==> src/rtl/spq_pkg.sv <==
// Shared types and constants for the sorted priority queue.
package spq_pkg;

    localparam int CAPACITY = 64;
    localparam int CNT_W    = $clog2(CAPACITY + 1);
    localparam int PRI_W    = 16;
    localparam int TAG_W    = 16;
    localparam int FILL_W   = 7;
    localparam int STAT_W   = 2;

    localparam logic ACT_INSERT = 1'b0;
    localparam logic ACT_REMOVE = 1'b1;

    localparam logic [STAT_W-1:0] ST_INSERTED = 2'd0;
    localparam logic [STAT_W-1:0] ST_FULL     = 2'd1;
    localparam logic [STAT_W-1:0] ST_REMOVED  = 2'd2;
    localparam logic [STAT_W-1:0] ST_EMPTY    = 2'd3;

    typedef struct packed {
        logic [PRI_W-1:0] pri;
        logic [TAG_W-1:0] tag;
    } t_entry;

    typedef struct packed {
        logic insert;
        logic remove;
    } t_cell_ctrl;

endpackage

==> src/rtl/spq_cell.sv <==
// One compare-and-shift cell of the sorted queue chain.
module spq_cell
    import spq_pkg::*;
(
    input  logic       i_clk,
    input  t_cell_ctrl i_ctrl,
    input  t_entry     i_new,
    input  logic       i_occ,
    input  logic       i_left_ge,
    input  t_entry     i_left,
    input  t_entry     i_right,
    output logic       o_ge,
    output t_entry     o_entry
);

    t_entry r_entry;
    t_entry n_entry;

    // new entry belongs at or ahead of this slot
    assign o_ge    = !i_occ || (r_entry.pri <= i_new.pri);
    assign o_entry = r_entry;

    always_comb begin
        n_entry = r_entry;
        if (i_ctrl.insert) begin
            if (o_ge) begin
                n_entry = i_left_ge ? i_left : i_new;
            end
        end else if (i_ctrl.remove) begin
            n_entry = i_right;
        end
    end

    always_ff @(posedge i_clk) begin
        r_entry <= n_entry;
    end

endmodule

==> config.mk <==
export PLATFORM = sky130hd
export DESIGN_NAME = spq_cell
export DESIGN_NICKNAME = d
export VERILOG_FILES = /design/src/rtl/spq_pkg.sv /design/src/rtl/spq_cell.sv
export SDC_FILE = /design/constraint.sdc
export NUM_CORES = 1
export LEC_CHECK = 0
export BUFFER_PORTS_ARGS = -buffer_cell sky130_fd_sc_hd__buf_2
export CAP_MARGIN = 30
export CORE_ASPECT_RATIO = 1.75
export CORE_MARGIN = 5
export CORE_UTILIZATION = 40
export CTS_BUF_LIST = sky130_fd_sc_hd__clkbuf_16
export DETAILED_ROUTE_END_ITERATION = 7
export HOLD_SLACK_MARGIN = 0.1
export PLACE_DENSITY = 0.81
export SLEW_MARGIN = 20
export SYNTH_ARGS = -nofsm -noshare
export SYNTH_HDL_FRONTEND = slang
export SYNTH_SLANG_ARGS = --single-unit
export TNS_END_PERCENT = 30
==> constraint.sdc <==
create_clock -name i_clk -period 11.7 [get_ports i_clk]
set_clock_uncertainty 0.05 [all_clocks]
set_input_delay 3.51 -clock i_clk [delete_from_list [all_inputs] [get_ports i_clk]]
set_output_delay 3.51 -clock i_clk [all_outputs]
set_load 0.02 [all_outputs]
==> flow_summary.yaml, run 1 <==
global_routing:
  gr-usage-all-layers: 0.164
  maximum_number_of_pins_on_one_net_before_global_route_repair: 67
  grt_antenna_before_repair: 0
  via_count_of_the_first_global_routing_pass: 1979
  wire_length_of_the_first_global_routing_pass_mm: 8.75
  grt_remaining_overflow: 0
setup_path:
  critical_path.max_stage_delay_ns: 0.33
  reg2reg_from: "o_entry[27]$_DFFE_PP_"
  dominant_cell_type_by_count_on_the_critical_path: "buf_2"
  timing.critical_path.max_delay_family: "simple AND/OR/NAND/NOR gates"
  cp.arrival_ns: 5.06
  startpoint_type: "input pin"
  worst_setup_path_end_kind: "output port"
  required_ns: 8.14
  r2r.worst_path.cells: 7
  crit_path_max_fo: 3
  cp_cell_sequence: "buf_2 -> inv_1 -> ha_1 -> a21oi_1 -> nor2_1 -> a311oi_1 -> nand4_1 -> nand3_1 -> buf_2"
  regToRegSetupSlack_ns: 8.92
  worst_path_max_delay_cell: "ha_1"
  critPathBufInv: 3
  critical_path_start_end_classification: "in2out"
  timing.rr.end: "o_entry[21]$_DFFE_PP_"
worst_hold_path:
  min_from: "o_entry[31]$_DFFE_PP_"
  min_to: "o_entry[11]$_DFFE_PP_"
  min-delay-path-class: "reg2reg"
  min_delay_path_depth: 4
flow_run:
  drv.max_cap_violation_count: 0
die:
  initial_utilization: 0.414
  placementRows: 34
  coreArea_um2: 4980
  pin_count: 134
  die-height_um: 105
  die-width_um: 64.2
  floorplan.die_area_um2: 6740
cts:
  cts.sinks: 32
  clk-insertion-delay-late_ns: 0.27
  tritoncts: "done"
  postCtsSetupRepairBufs: 0
  cts_htree_levels: 2
  clockRootBuffer: "clkbuf_16"
  cts_buffer_depth: 2
  cts_made_buffers: 5
  cts.hold.buffers_added: 0
  path_clk_slew_ns: 0.05
  cts-resized-gates: 0
run_status:
  result_of_the_run: "finished, final reports clean"
route:
  detail_route.wl_per_cell_um: 15.1
  route.detailed.vias_per_inst: 4.99
  detailedRoute.firstPassIterationCount: 4
  drc_errors: 0
  via_count: 1928
  drt_wl_total_mm: 5.82
  antenna_left: 0
  detailedRoute.firstIterationViolations: 44
synth:
  synth_cell_type_count: 24
  ys_seq_area_frac: 0.467
  mapped_area_um2: 2060
  yosys_warnings: 0
  syn-instance-count: 199
  synth.net_count: 316
  synth_seq_cells: 32
  syn_avg_cell_area_um2: 10.3
timing:
  drv_slew: 0
  setup_violations: 0
  final.setup.tns_ns: 0
  min_period_over_period: 0.736
  worst_hold_slack_ns: 1.09
  final_hold_viol_count: 0
  shortest_clock_period_the_worst_path_allows_after_layout_ns: 8.62
  grt_setup_unrepaired: "false"
  slew_headroom: 0.583
  tightestPinTransition_ns: 0.626
  clock.fmax_mhz: 116
final_layout:
  area_delta_synth_final_pct: 43.4
  num_antenna_cells: 0
  flip_flop_count_of_the_largest_register_after_layout: 32
  drive_gt1_frac: 0.443
  final_area_um2: 2950
  finish.net_count: 448
placed_design:
  detailed_place_hpwl_mm: 4.64
  gp_routability_congestion: 0.803
  port_buffers: 133
  area_after_detailed_placement_um2: 2770
power_and_ir_drop:
  power_density_nw_per_um2: 130
  design_power_w: 0.000384
  p_leak_nw: 1.51
  ir_drop_uv: 123
[Yosys cell counts]
master,n,share of area
nand4_1,1,0.0030
nand2_4,1,0.0055
edfxtp_1,32,0.47
and4_1,1,0.0043
nand3_1,1,0.0024
nor2_1,36,0.066
nand4_2,2,0.012
a21o_1,1,0.0036
buf_2,2,0.0049
a21oi_1,37,0.090
a311oi_1,1,0.0043
o21ai_1,1,0.0024
a41oi_1,1,0.0043
clkbuf_1,3,0.0055
mux2i_1,32,0.16
buf_4,3,0.011
o21ai_0,2,0.0049
buf_1,3,0.0055
nand2_1,3,0.0055
nor4_2,1,0.0061
nor2b_1,2,0.0061
inv_1,16,0.029
ha_1,16,0.097
o211a_1,1,0.0049
[worst min-delay path, cell delays in order, from the launching register on]
cell	delay, ns
edfxtp_1	0.34
ha_1	0.15
a311oi_1	0.05
nand4_1	0.14
a41oi_4	0.26
[cell type report]
cell class,count,area [um2]
Clock buffer,5,125
Multi-Input combinational cell,140,1000
Timing Repair Buffer,136,701
Sequential cell,32,961
Inverter,16,60.1
Tap cell,54,67.6
Clock inverter,3,37.5
Fill cell,445,2020
[worst max path at each step]
stage | start | end | slack, ns | cells after the start
final | i_new[27] | o_ge | 3.08 | 9
after CTS | i_new[29] | o_ge | 3.08 | 9
after detailed placement | i_new[29] | o_ge | 3.09 | 9
after global placement | i_new[29] | o_ge | 3.11 | 9
after global routing | i_new[29] | o_ge | 2.99 | 9
after floorplan | i_new[29] | o_ge | 3.48 | 7
[layout by cell type (no fill, tap or decap), drive strengths merged]
cell type  instances
buf              136
a21oi             37
nor2              36
mux2i             32
edfxtp            32
inv               16
ha                16
clkbuf             5
nand2              4
nand4              3
o21ai              3
nor2b              2
clkinv             2
and4               1
nor4               1
a311oi             1
o211a              1
a21o               1
nand3              1
a41oi              1
bufinv             1
[per-stage QoR]
stage / setup WS (ns) / std cells / utilization
after CTS: 3.08 / 385 / 0.589
after detailed placement: 3.09 / 377 / 0.557
after floorplan: 3.48 / 199 / -
final: 3.08 / 386 / 0.594
after global placement: 3.11 / 377 / 0.557
after global routing: 2.99 / 386 / 0.594
[metal layers]
layer / track usage / up-vias / share of wire
met5: 0 / - / 0
met4: 0.0830 / 0 / 0.032
met3: 0.0612 / 18 / 0.084
met2: 0.288 / 79 / 0.56
met1: 0.163 / 851 / 0.33
li1: - / 980 / -
[kinds of logic after synthesis]
logic type | count (synthesis) | synth area share
compound gates | 44 | 0.114
fa+ha+maj | 16 | 0.0972
buf+inv | 27 | 0.0559
flops | 32 | 0.467
mux | 32 | 0.156
simple gates | 48 | 0.111
[power by group]
part | leakage (nW) | internal, W | switching, W
Combinational | 1.12 | 0.0000390 | 0.0000541
Clock | 0.0789 | 0.0000988 | 0.0000456
Sequential | 0.315 | 0.000142 | 0.00000437
Power figures use the tool's default switching activity.
==> run 2: changes to the inputs <==
- CORE_UTILIZATION: 40 -> 38
- PLACE_DENSITY: 0.81 -> 0.8
- clock period: 11.7 -> 7 ns (I/O delays scaled with it)
==> run 2 against run 1 <==
Total power grew 60%; cell count is the same; via count shrank 0.16%; sequential cell count is the same; core utilization shrank 3.4 points; critical path type unchanged; critical endpoint unchanged.
==> flow_summary.yaml, run 2 (synthesis gave the netlist of run 1 again) <==
setup_path:
  worst_setup_path_end_kind: "output port"
  worst_path_max_delay_cell: "nor4_2"
  startpoint_type: "input pin"
  regToRegSetupSlack_ns: 4.28
  cp_cell_sequence: "buf_2 -> inv_1 -> ha_1 -> nand4_2 -> nor4_2 -> o21ai_1 -> nand4_1 -> nand3_1 -> buf_2"
  cp.arrival_ns: 3.60
  critical_path.max_stage_delay_ns: 0.35
  critical_path_start_end_classification: "in2out"
  reg2reg_from: "o_entry[25]$_DFFE_PP_"
  crit_path_max_fo: 4
  timing.rr.end: "o_entry[19]$_DFFE_PP_"
  required_ns: 4.85
  r2r.worst_path.cells: 7
  dominant_cell_type_by_count_on_the_critical_path: "buf_2"
die:
  die-height_um: 107
  placementRows: 35
  floorplan.die_area_um2: 7050
  pin_count: 134
  initial_utilization: 0.392
  die-width_um: 65.7
  coreArea_um2: 5260
route:
  detailedRoute.firstIterationViolations: 63
  detailedRoute.firstPassIterationCount: 4
  drt_wl_total_mm: 5.49
  detailroute.wirelength.met3_um: 407
  drc_errors: 0
  via_count: 1925
  routed-wl-met2_mm: 3.13
  route.layer.met1.wl_mm: 1.80
  antenna_left: 0
  detail_route.wl_per_cell_um: 14.2
  route.detailed.vias_per_inst: 4.99
  dr.max_layer_used: "met4"
power_and_ir_drop:
  ir_drop_uv: 173
  power_density_nw_per_um2: 208
  netSwitchingFraction: 0.288
  design_power_w: 0.000613
  power.clock.fraction: 0.345
  power.combinational.fraction: 0.256
  p_switching_w: 0.000177
  p_int_w: 0.000436
  p_leak_nw: 1.50
  power.share.sequential: 0.399
timing:
  grt_setup_unrepaired: "false"
  final_hold_viol_count: 0
  final.setup.tns_ns: 0
  setup_violations: 0
  drv_slew: 0
  tightestPinTransition_ns: 0.954
  min_period_over_period: 0.821
  clock.fmax_mhz: 174
  slew_headroom: 0.364
  shortest_clock_period_the_worst_path_allows_after_layout_ns: 5.75
cts:
  cts_htree_levels: 2
  path_clk_slew_ns: 0.06
  cts_made_buffers: 5
  postCtsSetupRepairBufs: 0
  cts.hold.buffers_added: 0
  cts.sinks: 32
  clockRootBuffer: "clkbuf_16"
  clk-insertion-delay-late_ns: 0.27
  cts_buffer_depth: 2
  cts-resized-gates: 0
  tritoncts: "done"
global_routing:
  gr-usage-all-layers: 0.158
  maximum_number_of_pins_on_one_net_before_global_route_repair: 67
  grt_remaining_overflow: 0
  grt_antenna_before_repair: 0
  via_count_of_the_first_global_routing_pass: 2086
  wire_length_of_the_first_global_routing_pass_mm: 8.72
worst_hold_path:
  min_delay_path_depth: 4
  min_to: "o_entry[2]$_DFFE_PP_"
  min_from: "o_entry[31]$_DFFE_PP_"
  min-delay-path-class: "reg2reg"
final_layout:
  final_area_um2: 2940
  flip_flop_count_of_the_largest_register_after_layout: 32
  drive_gt1_frac: 0.447
  final_cell_mix: "133 x buf_2, 37 x a21oi_1, 36 x nor2_1, 32 x mux2i_1, 32 x edfxtp_1"
  area_delta_synth_final_pct: 42.8
  num_antenna_cells: 0
  layout_commonest_cell: "buf_2"
  finish.net_count: 447
placed_design:
  gp_routability_congestion: 0.744
  area_after_detailed_placement_um2: 2790
  port_buffers: 133
  detailed_place_hpwl_mm: 4.55
run_status:
  result_of_the_run: "finished, final reports clean"
flow_run:
  drv.max_cap_violation_count: 0
==> run 2: changes by cell type in the layout (fill, tap and decap cells not counted) <==
cell	before	now
buf_4	2	1
buf_12	1	0
clkinv_1	2	0
bufinv_16	1	0
clkinv_4	0	1
clkinvlp_4	0	2
buf_16	0	1
==> run 2: cell type report <==
cell class                      instances  area, um2
Clock inverter                          3       23.8
Inverter                               16       60.1
Timing Repair Buffer                  135        701
Multi-Input combinational cell        140       1000
Fill cell                             494       2310
Tap cell                               55       68.8
Sequential cell                        32        961
Clock buffer                            5        125
==> run 2: how the worst max path moves through the flow <==
stage,from,endpoint,slack [ns]
2_1_floorplan,i_new[29],o_ge,1.60
3_3_place_gp,i_new[29],o_ge,1.28
3_5_place_dp,i_new[29],o_ge,1.22
4_1_cts,i_new[30],o_ge,1.21
5_1_grt,i_new[30],o_ge,1.06
6_report,i_new[30],o_ge,1.25
==> run 2: power groups by stage <==
stage	registers [W]	logic [W]	clock network [W]
final	0.000245	0.000157	0.000211
after global routing	0.000247	0.000174	0.000226
after CTS	0.000245	0.000160	0.000218
after global placement	0.000248	0.000151	0
after floorplan	0.000276	0.0000637	0
after detailed placement	0.000249	0.000159	0
==> run 2: worst max-delay path: cells and delay by family <==
kind | cells | cell delay [ns]
AO/OA/AOI/OAI | 1 | 0.13
adder cells (fa/ha/maj) | 1 | 0.30
buffers and inverters | 3 | 0.29
AND/OR/NAND/NOR | 4 | 0.78
==> run 2: metal layers <==
layer / track usage / vias to the layer above
met3: 0.0481 / 12
met4: 0.0712 / 0
met5: 0 / -
met2: 0.316 / 80
li1: - / 980
met1: 0.134 / 853
==> run 2: metrics by stage <==
| stage | hold slack (ns) | setup WS [ns] | util | std cells |
|---|---|---|---|---|
| finish | 1.18 | 1.25 | 0.560 | 386 |
| global route | 1.28 | 1.06 | 0.560 | 386 |
| CTS | 1.21 | 1.21 | 0.560 | 386 |
| detailed placement | 1.20 | 1.22 | 0.531 | 378 |
| global placement | 1.39 | 1.28 | 0.526 | 377 |
| floorplan | 1.95 | 1.60 | - | 199 |
